[config.mk]
export PLATFORM = sky130hd
export DESIGN_NAME = text_command_line_decoder
export DESIGN_NICKNAME = d
export VERILOG_FILES = /design/src/rtl/tcld_pkg.sv /design/src/rtl/tcld_keyword_match.sv /design/src/rtl/tcld_number_parse.sv /design/src/rtl/text_command_line_decoder.sv
export SDC_FILE = /design/constraint.sdc
export NUM_CORES = 1
export LEC_CHECK = 0
export BUFFER_PORTS_ARGS = -buffer_cell sky130_fd_sc_hd__buf_4
export CORE_MARGIN = 10
export CORE_UTILIZATION = 30
export CTS_CLUSTER_DIAMETER = 60
export DETAILED_ROUTE_END_ITERATION = 8
export PLACE_DENSITY = 0.52
export SYNTH_ARGS = -nofsm -noshare
export SYNTH_HDL_FRONTEND = slang
export SYNTH_HIERARCHICAL = 1
export SYNTH_SLANG_ARGS = --single-unit
export TNS_END_PERCENT = 1
[constraint.sdc]
create_clock -name aclk -period 7.4 [get_ports aclk]
set_clock_uncertainty 0.05 [all_clocks]
set_input_delay 1.11 -clock aclk [delete_from_list [all_inputs] [get_ports aclk]]
set_output_delay 1.11 -clock aclk [all_outputs]
set_load 0.05 [all_outputs]
[src/rtl/tcld_pkg.sv]
// Package for the text command line decoder: command codes, keyword table,
// phase codes and the control struct shared by the decoder's modules.
// Depends on nothing.
`default_nettype none

package tcld_pkg;

    // Keyword table dimensions.
    localparam int KW_COUNT   = 24;
    localparam int KW_MAX_LEN = 17;
    localparam int KW_TEXT_W  = 8 * KW_MAX_LEN;
    localparam int POS_W      = 5;
    localparam int ACC_W      = 16;
    localparam int VALUE_W    = 7;

    // Position saturation point and the length of the brightness prefix.
    localparam logic [POS_W-1:0]   POS_MAX     = 5'd18;
    localparam logic [POS_W-1:0]   PREFIX_LEN  = 5'd7;
    localparam logic [ACC_W-1:0]   PERCENT_MAX = 16'd100;

    // Character codes used by the number parser.
    localparam logic [7:0] CHAR_NUL   = 8'h00;
    localparam logic [7:0] CHAR_SPACE = 8'h20;
    localparam logic [7:0] CHAR_TAB   = 8'h09;
    localparam logic [7:0] CHAR_CR    = 8'h0D;
    localparam logic [7:0] CHAR_PLUS  = 8'h2B;
    localparam logic [7:0] CHAR_MINUS = 8'h2D;
    localparam logic [7:0] CHAR_ZERO  = 8'h30;
    localparam logic [7:0] CHAR_NINE  = 8'h39;

    // Command codes given at end of line.
    typedef enum logic [3:0] {
        CMD_PING        = 4'd0,
        CMD_STATUS      = 4'd1,
        CMD_AUTO        = 4'd2,
        CMD_MANUAL      = 4'd3,
        CMD_TOGGLE      = 4'd4,
        CMD_LED_ON      = 4'd5,
        CMD_LED_OFF     = 4'd6,
        CMD_UP          = 4'd7,
        CMD_DOWN        = 4'd8,
        CMD_SET         = 4'd9,
        CMD_COUNT_GET   = 4'd10,
        CMD_CNT_CLEAR   = 4'd11,
        CMD_UNKNOWN     = 4'd12
    } cmd_t;

    // Number parser phases.
    typedef enum logic [2:0] {
        PH_SKIP   = 3'b001,
        PH_DIGITS = 3'b010,
        PH_DONE   = 3'b100
    } phase_t;

    // Per-item control from the top level to the line state holders.
    typedef struct packed {
        logic take;
        logic clear;
    } step_ctl_t;

    // Keyword text, first character in the most significant used byte.
    localparam logic [KW_TEXT_W-1:0] KW_TEXT [KW_COUNT] = '{
        "PING", "GET", "STATUS?", "MODE=AUTO", {"MODE_", "AUTO"},
        "MODE=MANUAL", {"MODE_", "MANUAL"}, "MODE=TOGGLE", {"MODE_", "TOGGLE"},
        "LED=ON", "LED_ON", "LED=OFF", "LED_OFF",
        "BRIGHT+", {"BRIGHT_", "UP"}, "BRTI",
        "BRIGHT-", {"BRIGHT_", "DOWN"}, "BRTD",
        "BRIGHT=", "COUNT?", {"HUMAN_", "COUNT?"}, {"COUNT_", "RESET"},
        {"HUMAN_", "COUNT_", "RESET"}
    };

    localparam logic [POS_W-1:0] KW_LEN [KW_COUNT] = '{
        5'd4, 5'd3, 5'd7, 5'd9, 5'd9,
        5'd11, 5'd11, 5'd11, 5'd11,
        5'd6, 5'd6, 5'd7, 5'd7,
        5'd7, 5'd9, 5'd4,
        5'd7, 5'd11, 5'd4,
        5'd7, 5'd6, 5'd12, 5'd11,
        5'd17
    };

    localparam cmd_t KW_CODE [KW_COUNT] = '{
        CMD_PING, CMD_STATUS, CMD_STATUS, CMD_AUTO, CMD_AUTO,
        CMD_MANUAL, CMD_MANUAL, CMD_TOGGLE, CMD_TOGGLE,
        CMD_LED_ON, CMD_LED_ON, CMD_LED_OFF, CMD_LED_OFF,
        CMD_UP, CMD_UP, CMD_UP,
        CMD_DOWN, CMD_DOWN, CMD_DOWN,
        CMD_SET, CMD_COUNT_GET, CMD_COUNT_GET, CMD_CNT_CLEAR,
        CMD_CNT_CLEAR
    };

    // Only the brightness set keyword matches as a prefix.
    localparam logic [KW_COUNT-1:0] KW_IS_PREFIX = KW_COUNT'(1) << 19;

    // Character of keyword k at position pos; valid only while pos < length.
    function automatic logic [7:0] kw_char(input int k, input logic [POS_W-1:0] pos);
        int shift;
        shift = 8 * (int'(KW_LEN[k]) - 1 - int'(pos));
        if (shift < 0) begin
            shift = 0;
        end
        return 8'(KW_TEXT[k] >> shift);
    endfunction

endpackage

`default_nettype wire

[src/rtl/tcld_keyword_match.sv]
// Keyword matcher: holds the per-keyword match bits and the character
// position, and decodes the command code at end of line. Uses tcld_pkg.
`default_nettype none

module tcld_keyword_match
    import tcld_pkg::*;
(
    input  wire logic             aclk,
    input  wire logic             aresetn,
    input  wire step_ctl_t        ctl,
    input  wire logic [7:0]       char_byte,
    output cmd_t                  code,
    output logic                  past_prefix
);

    logic [KW_COUNT-1:0] alive_reg;
    logic [KW_COUNT-1:0] alive_next;
    logic [POS_W-1:0]    pos_reg;
    logic [POS_W-1:0]    pos_next;

    // Drop every keyword whose character at this position differs, and every
    // exact keyword once the line runs past its end.
    always_comb begin
        alive_next = alive_reg;
        for (int k = 0; k < KW_COUNT; k++) begin
            if (pos_reg < KW_LEN[k]) begin
                if (kw_char(k, pos_reg) != char_byte) begin
                    alive_next[k] = 1'b0;
                end
            end else if (!KW_IS_PREFIX[k]) begin
                alive_next[k] = 1'b0;
            end
        end
        pos_next = (pos_reg < POS_MAX) ? pos_reg + 5'd1 : pos_reg;
    end

    always_ff @(posedge aclk) begin
        if (!aresetn || ctl.clear) begin
            alive_reg <= '1;
            pos_reg   <= '0;
        end else if (ctl.take) begin
            alive_reg <= alive_next;
            pos_reg   <= pos_next;
        end
    end

    // The lowest-numbered live keyword whose length fits the line wins.
    always_comb begin
        code = CMD_UNKNOWN;
        for (int k = KW_COUNT - 1; k >= 0; k--) begin
            if (alive_reg[k]) begin
                if (KW_IS_PREFIX[k] ? (pos_reg >= KW_LEN[k]) : (pos_reg == KW_LEN[k])) begin
                    code = KW_CODE[k];
                end
            end
        end
    end

    assign past_prefix = (pos_reg >= PREFIX_LEN);

endmodule

`default_nettype wire

[src/rtl/tcld_number_parse.sv]
// Number parser for the text after the brightness prefix: whitespace, sign,
// decimal digits, wrapping at 16 bits, then the clamped percent. Uses tcld_pkg.
`default_nettype none

module tcld_number_parse
    import tcld_pkg::*;
(
    input  wire logic               aclk,
    input  wire logic               aresetn,
    input  wire step_ctl_t          ctl,
    input  wire logic [7:0]         char_byte,
    output logic [VALUE_W-1:0]      percent
);

    phase_t             phase_reg;
    phase_t             phase_next;
    logic               negative_reg;
    logic               negative_next;
    logic [ACC_W-1:0]   accum_reg;
    logic [ACC_W-1:0]   accum_next;
    logic               is_space;
    logic               is_digit;
    logic               is_sign;
    logic [ACC_W-1:0]   raw;

    assign is_space = (char_byte == CHAR_SPACE) ||
                      (char_byte >= CHAR_TAB && char_byte <= CHAR_CR);
    assign is_digit = (char_byte >= CHAR_ZERO) && (char_byte <= CHAR_NINE);
    assign is_sign  = (char_byte == CHAR_PLUS) || (char_byte == CHAR_MINUS);

    // One character of the number: the accumulator takes times ten plus digit.
    always_comb begin
        phase_next    = phase_reg;
        negative_next = negative_reg;
        accum_next    = accum_reg;
        case (phase_reg)
            PH_SKIP: begin
                if (is_space) begin
                    phase_next = PH_SKIP;
                end else if (is_sign) begin
                    negative_next = (char_byte == CHAR_MINUS);
                    phase_next    = PH_DIGITS;
                end else if (is_digit) begin
                    accum_next = (accum_reg << 3) + (accum_reg << 1)
                               + {12'd0, char_byte[3:0]};
                    phase_next = PH_DIGITS;
                end else begin
                    phase_next = PH_DONE;
                end
            end
            PH_DIGITS: begin
                if (is_digit) begin
                    accum_next = (accum_reg << 3) + (accum_reg << 1)
                               + {12'd0, char_byte[3:0]};
                end else begin
                    phase_next = PH_DONE;
                end
            end
            PH_DONE: begin
                phase_next = PH_DONE;
            end
            default: begin
                phase_next = PH_DONE;
            end
        endcase
    end

    always_ff @(posedge aclk) begin
        if (!aresetn || ctl.clear) begin
            phase_reg    <= PH_SKIP;
            negative_reg <= 1'b0;
            accum_reg    <= '0;
        end else if (ctl.take) begin
            phase_reg    <= phase_next;
            negative_reg <= negative_next;
            accum_reg    <= accum_next;
        end
    end

    // Apply the sign modulo 2^16, read as signed, and clamp to the percent range.
    always_comb begin
        raw = negative_reg ? (~accum_reg + 16'd1) : accum_reg;
        if (raw[ACC_W-1]) begin
            percent = '0;
        end else if (raw > PERCENT_MAX) begin
            percent = VALUE_W'(PERCENT_MAX);
        end else begin
            percent = raw[VALUE_W-1:0];
        end
    end

endmodule

`default_nettype wire

[src/rtl/text_command_line_decoder.sv]
// Text command line decoder: one byte item per cycle while s_ready is high, one result per line.
// The result is valid in the cycle after the end-of-line item is accepted.
// Items are taken one every cycle while s_ready is high; the line state updates in a single pass.
// The result register frees s_ready while a result waits whenever m_ready is high.
// Reset (synchronous, aresetn low) clears the line state and the result valid.
// Depends on tcld_pkg, tcld_keyword_match and tcld_number_parse.
`default_nettype none

module text_command_line_decoder
    import tcld_pkg::*;
(
    input  wire logic               aclk,
    input  wire logic               aresetn,
    input  wire logic               s_valid,
    output logic                    s_ready,
    input  wire logic [7:0]         s_char_byte,
    input  wire logic               s_line_end,
    output logic                    m_valid,
    input  wire logic               m_ready,
    output logic [3:0]              m_command_code,
    output logic [VALUE_W-1:0]      m_bright_value
);

    logic               accept;
    logic               ended_reg;
    logic               past_prefix;
    step_ctl_t          kw_ctl;
    step_ctl_t          num_ctl;
    cmd_t               code;
    logic [VALUE_W-1:0] percent;
    logic               m_valid_reg;
    cmd_t               m_code_reg;
    logic [VALUE_W-1:0] m_value_reg;

    // An item is taken whenever the result register is empty or being emptied.
    assign s_ready = !m_valid_reg || m_ready;
    assign accept  = s_valid && s_ready;

    // A character counts only before a zero byte; line end clears the line state.
    always_comb begin
        kw_ctl.take   = accept && !s_line_end && !ended_reg && (s_char_byte != CHAR_NUL);
        kw_ctl.clear  = accept && s_line_end;
        num_ctl.take  = kw_ctl.take && past_prefix;
        num_ctl.clear = kw_ctl.clear;
    end

    always_ff @(posedge aclk) begin
        if (!aresetn || kw_ctl.clear) begin
            ended_reg <= 1'b0;
        end else if (accept && !s_line_end && (s_char_byte == CHAR_NUL)) begin
            ended_reg <= 1'b1;
        end
    end

    tcld_keyword_match u_keyword_match (
        .aclk        (aclk),
        .aresetn     (aresetn),
        .ctl         (kw_ctl),
        .char_byte   (s_char_byte),
        .code        (code),
        .past_prefix (past_prefix)
    );

    tcld_number_parse u_number_parse (
        .aclk      (aclk),
        .aresetn   (aresetn),
        .ctl       (num_ctl),
        .char_byte (s_char_byte),
        .percent   (percent)
    );

    // Result register, loaded at each accepted end-of-line item.
    always_ff @(posedge aclk) begin
        if (!aresetn) begin
            m_valid_reg <= 1'b0;
        end else if (kw_ctl.clear) begin
            m_valid_reg <= 1'b1;
        end else if (m_ready) begin
            m_valid_reg <= 1'b0;
        end
    end

    always_ff @(posedge aclk) begin
        if (kw_ctl.clear) begin
            m_code_reg  <= code;
            m_value_reg <= (code == CMD_SET) ? percent : '0;
        end
    end

    assign m_valid        = m_valid_reg;
    assign m_command_code = m_code_reg;
    assign m_bright_value = m_value_reg;

    // Checks on the decoder's own result path.
    a_value_only_for_set: assert property (@(posedge aclk) disable iff (!aresetn)
        (m_valid_reg && m_code_reg != CMD_SET) |-> (m_value_reg == '0))
        else $error("bright value set on a command other than brightness set");

    a_value_in_range: assert property (@(posedge aclk) disable iff (!aresetn)
        m_valid_reg |-> (m_value_reg <= VALUE_W'(PERCENT_MAX)))
        else $error("bright value above the percent range");

    a_result_after_line_end: assert property (@(posedge aclk) disable iff (!aresetn)
        (accept && s_line_end) |=> m_valid_reg)
        else $error("no result after an accepted end of line");

    a_no_result_from_char: assert property (@(posedge aclk) disable iff (!aresetn)
        (!m_valid_reg && accept && !s_line_end) |=> !m_valid_reg)
        else $error("result raised by a character item");

    a_code_in_range: assert property (@(posedge aclk) disable iff (!aresetn)
        m_valid_reg |-> (m_code_reg <= CMD_UNKNOWN))
        else $error("command code out of range");

endmodule

`default_nettype wire
==> impl_metrics.toml <==
[outcome]
status = "finished clean"

[power]
p_leak_nw = 3.55
peakVddDrop_mv = 0.0721
p_per_area_mw_per_mm2 = 122
sw_frac_of_total_pct = 33.8
switchingPower_mw = 0.370
pwr-share-seq_pct = 33.0
p_comb_share_pct = 26.9
p_int_mw = 0.725
clock_power_share_pct = 40.1

[placed_design]
hpwl_um = 18400
routabilityCongestion = 0.891
dpl_cell_area_mm2 = 0.00870
io_buffers = 25

[setup_path]
worstRegToRegCells = 13
crit_arrival_ns = 4.82
endpoint_kind = "flip-flop"
critPathKind = "flip-flop to flip-flop"
cp_max_fo = 25
worstPathRequired_ns = 7.64
start_kind = "flip-flop"

[logic_synthesis]
ys_seq_area_share_pct = 16.3
async_flop_share_pct = 0
syn_avg_cell_area_um2 = 7.42
synthFlopType = "dfxtp_1"
synth_edf_count = 11
ys_seq_elements = 62
yosysWarningCount = 6
synthesis.nets = 1201
yosysTopAreaCellShare_pct = 12.3
ys_types = 99
synth_cells = 1118
synth_top_cell_by_area = "dfxtp_1"
synth_area_mm2 = 0.00829
synth_area_leaders = "dfxtp_1 12%, ha_1 10%, xnor2_1 8.2%"

[finish]
drive_above_1_share_pct = 7.94
antennaDiodeCount = 0
largest_reg_flops = 24
fin_area_mm2 = 0.00900
nNetsFinal = 1174
syn_to_final_growth_pct = 8.57
mostFrequentLayoutCells = "102 x nand2_1, 89 x a21oi_1, 87 x nor2_1"
mostFrequentLayoutCell = "nand2_1"

[cts]
worst_skew_pair.late_latency_ns = 0.35
htree_num_levels = 3
hold_buffers = 0
clk_path_buf_depth = 2
cts_setup_buffers = 0
cts.sinks = 62
cts_made_buffers = 9
clockRootBuffer = "clkbuf_16"
cts_tree = "built"
cts_resized = 0
clkTransAtPathRegs_ns = 0.06

[global_routing]
grt_antenna_before_repair = 0
grt_max_degree = 40
grt_pass1_wl_um = 42000
grt.overflow.total = 0
grt_usage_pct = 14.9
grt_pass1_vias = 7648

[route]
drt_iter0_markers = 700
avgViaCountPerCell = 5.67
drtPass1Iterations = 5
drc = 0
antenna_left = 0
vias = 8321
wire_per_inst_um = 18.0
drt-total-wl_um = 26400

[sta]
min_period_ns = 4.58
fin_crit_sh_pct = 61.9
tightestPinTransition_ns = 1.04
slew_violations = 0
rsz0062_at_grt = "no"
final-setup-viol-count = 0
max_freq_mhz = 218
max_slew_margin_pct = 30.5
holdWs_ns = 0.404
finalHoldViolations = 0
tns_ns = 0

[die]
placementRows = 60
die-area_mm2 = 0.0347
initial_utilization_pct = 30.6
core_mm2 = 0.0271
die_height_um = 186
die_x_um = 186
io-pin-count = 26

[run]
cap_viol_max_count = 0

[hold_path]
hold_depth = 1
hold_path.class = "flip-flop to flip-flop"
## cell type report
class                   count  area (µm²)
clock inverters             7        73.8
inverters                  44         165
repair buffers             35         263
flip-flops and latches     62        1350
multi-input cells         939        6460
fillers                  2905       18100
well taps                 372         465
clock buffers               9         225
## path summary, 6_finish.rpt
path / start / to / slack [ns]
hold reg to reg: u_keyword_match/alive_reg[10] / u_keyword_match/alive_reg[10] / 0.40
setup / recovery: u_keyword_match/pos_reg[1] / u_keyword_match/alive_reg[22] / 2.82
setup reg to reg: u_keyword_match/pos_reg[1] / u_keyword_match/alive_reg[22] / 2.82
hold / removal: u_keyword_match/alive_reg[10] / u_keyword_match/alive_reg[10] / 0.40
## Yosys cell counts (9+ instances only)
| cell | n |
|---|---|
| a21o_1 | 14 |
| a21oi_1 | 89 |
| a31oi_1 | 21 |
| and2_1 | 13 |
| and3_1 | 10 |
| buf_2 | 13 |
| clkbuf_1 | 49 |
| dfxtp_1 | 51 |
| edfxtp_1 | 11 |
| ha_1 | 68 |
| inv_1 | 42 |
| mux2i_1 | 20 |
| nand2_1 | 102 |
| nand2b_1 | 14 |
| nand3_1 | 40 |
| nand4_1 | 10 |
| nor2_1 | 87 |
| nor2b_1 | 17 |
| nor3_1 | 31 |
| nor3b_1 | 9 |
| nor4_1 | 17 |
| o211ai_1 | 16 |
| o21ai_0 | 62 |
| o21ai_1 | 12 |
| o221ai_1 | 10 |
| xnor2_1 | 78 |
| xor2_1 | 23 |
## cells by family after synthesis
kind of cell             after synthesis  synth area share [%]
AO/OA/AOI/OAI                        338                  27.2
XOR/XNOR                             103                  11.1
adder cells (fa/ha/maj)               72                  11.0
buffers and inverters                117                  5.81
flip-flops                            62                  16.3
multiplexers                          22                  2.69
AND/OR/NAND/NOR                      404                  25.9
## through the flow
stage | setup WS, ns | std cells | util (%) | total power, mW
finish | 2.82 | 1468 | 33.2 | 1.10
floorplan | 3.53 | 1118 | - | 0.588
global route | 2.41 | 1468 | 33.2 | 1.15
global placement | 3.05 | 1452 | 32.1 | 0.659
CTS | 2.86 | 1468 | 33.2 | 1.10
detailed placement | 2.90 | 1452 | 32.1 | 0.658
## power groups by stage
| stage | logic (mW) | clock network, mW | registers [mW] |
|---|---|---|---|
| floorplan | 0.215 | 0 | 0.373 |
| global placement | 0.290 | 0 | 0.369 |
| detailed placement | 0.290 | 0 | 0.369 |
| CTS | 0.291 | 0.446 | 0.361 |
| global route | 0.323 | 0.460 | 0.362 |
| finish | 0.294 | 0.439 | 0.361 |
## routing by layer
layer	share of wire [%]	vias up	global-route usage, %
met3	6.6	35	2.74
met2	43	286	22.4
met1	48	3936	20.9
met4	1.9	0	4.87
met5	0	-	0
li1	-	4064	-
## critical path, stage by stage, from the launching register on
cell     delay, ns
dfxtp_1       0.84
inv_1         0.39
ha_1          1.03
nor2_1        0.10
o21ai_0       0.27
inv_1         0.20
ha_1          0.31
nor2_1        0.13
o21ai_1       0.15
xnor2_1       0.21
nor4_2        0.35
nand4_1       0.15
nor3_1        0.18
a221o_1       0.16
Note: power is estimated with default switching activity, not from simulation.
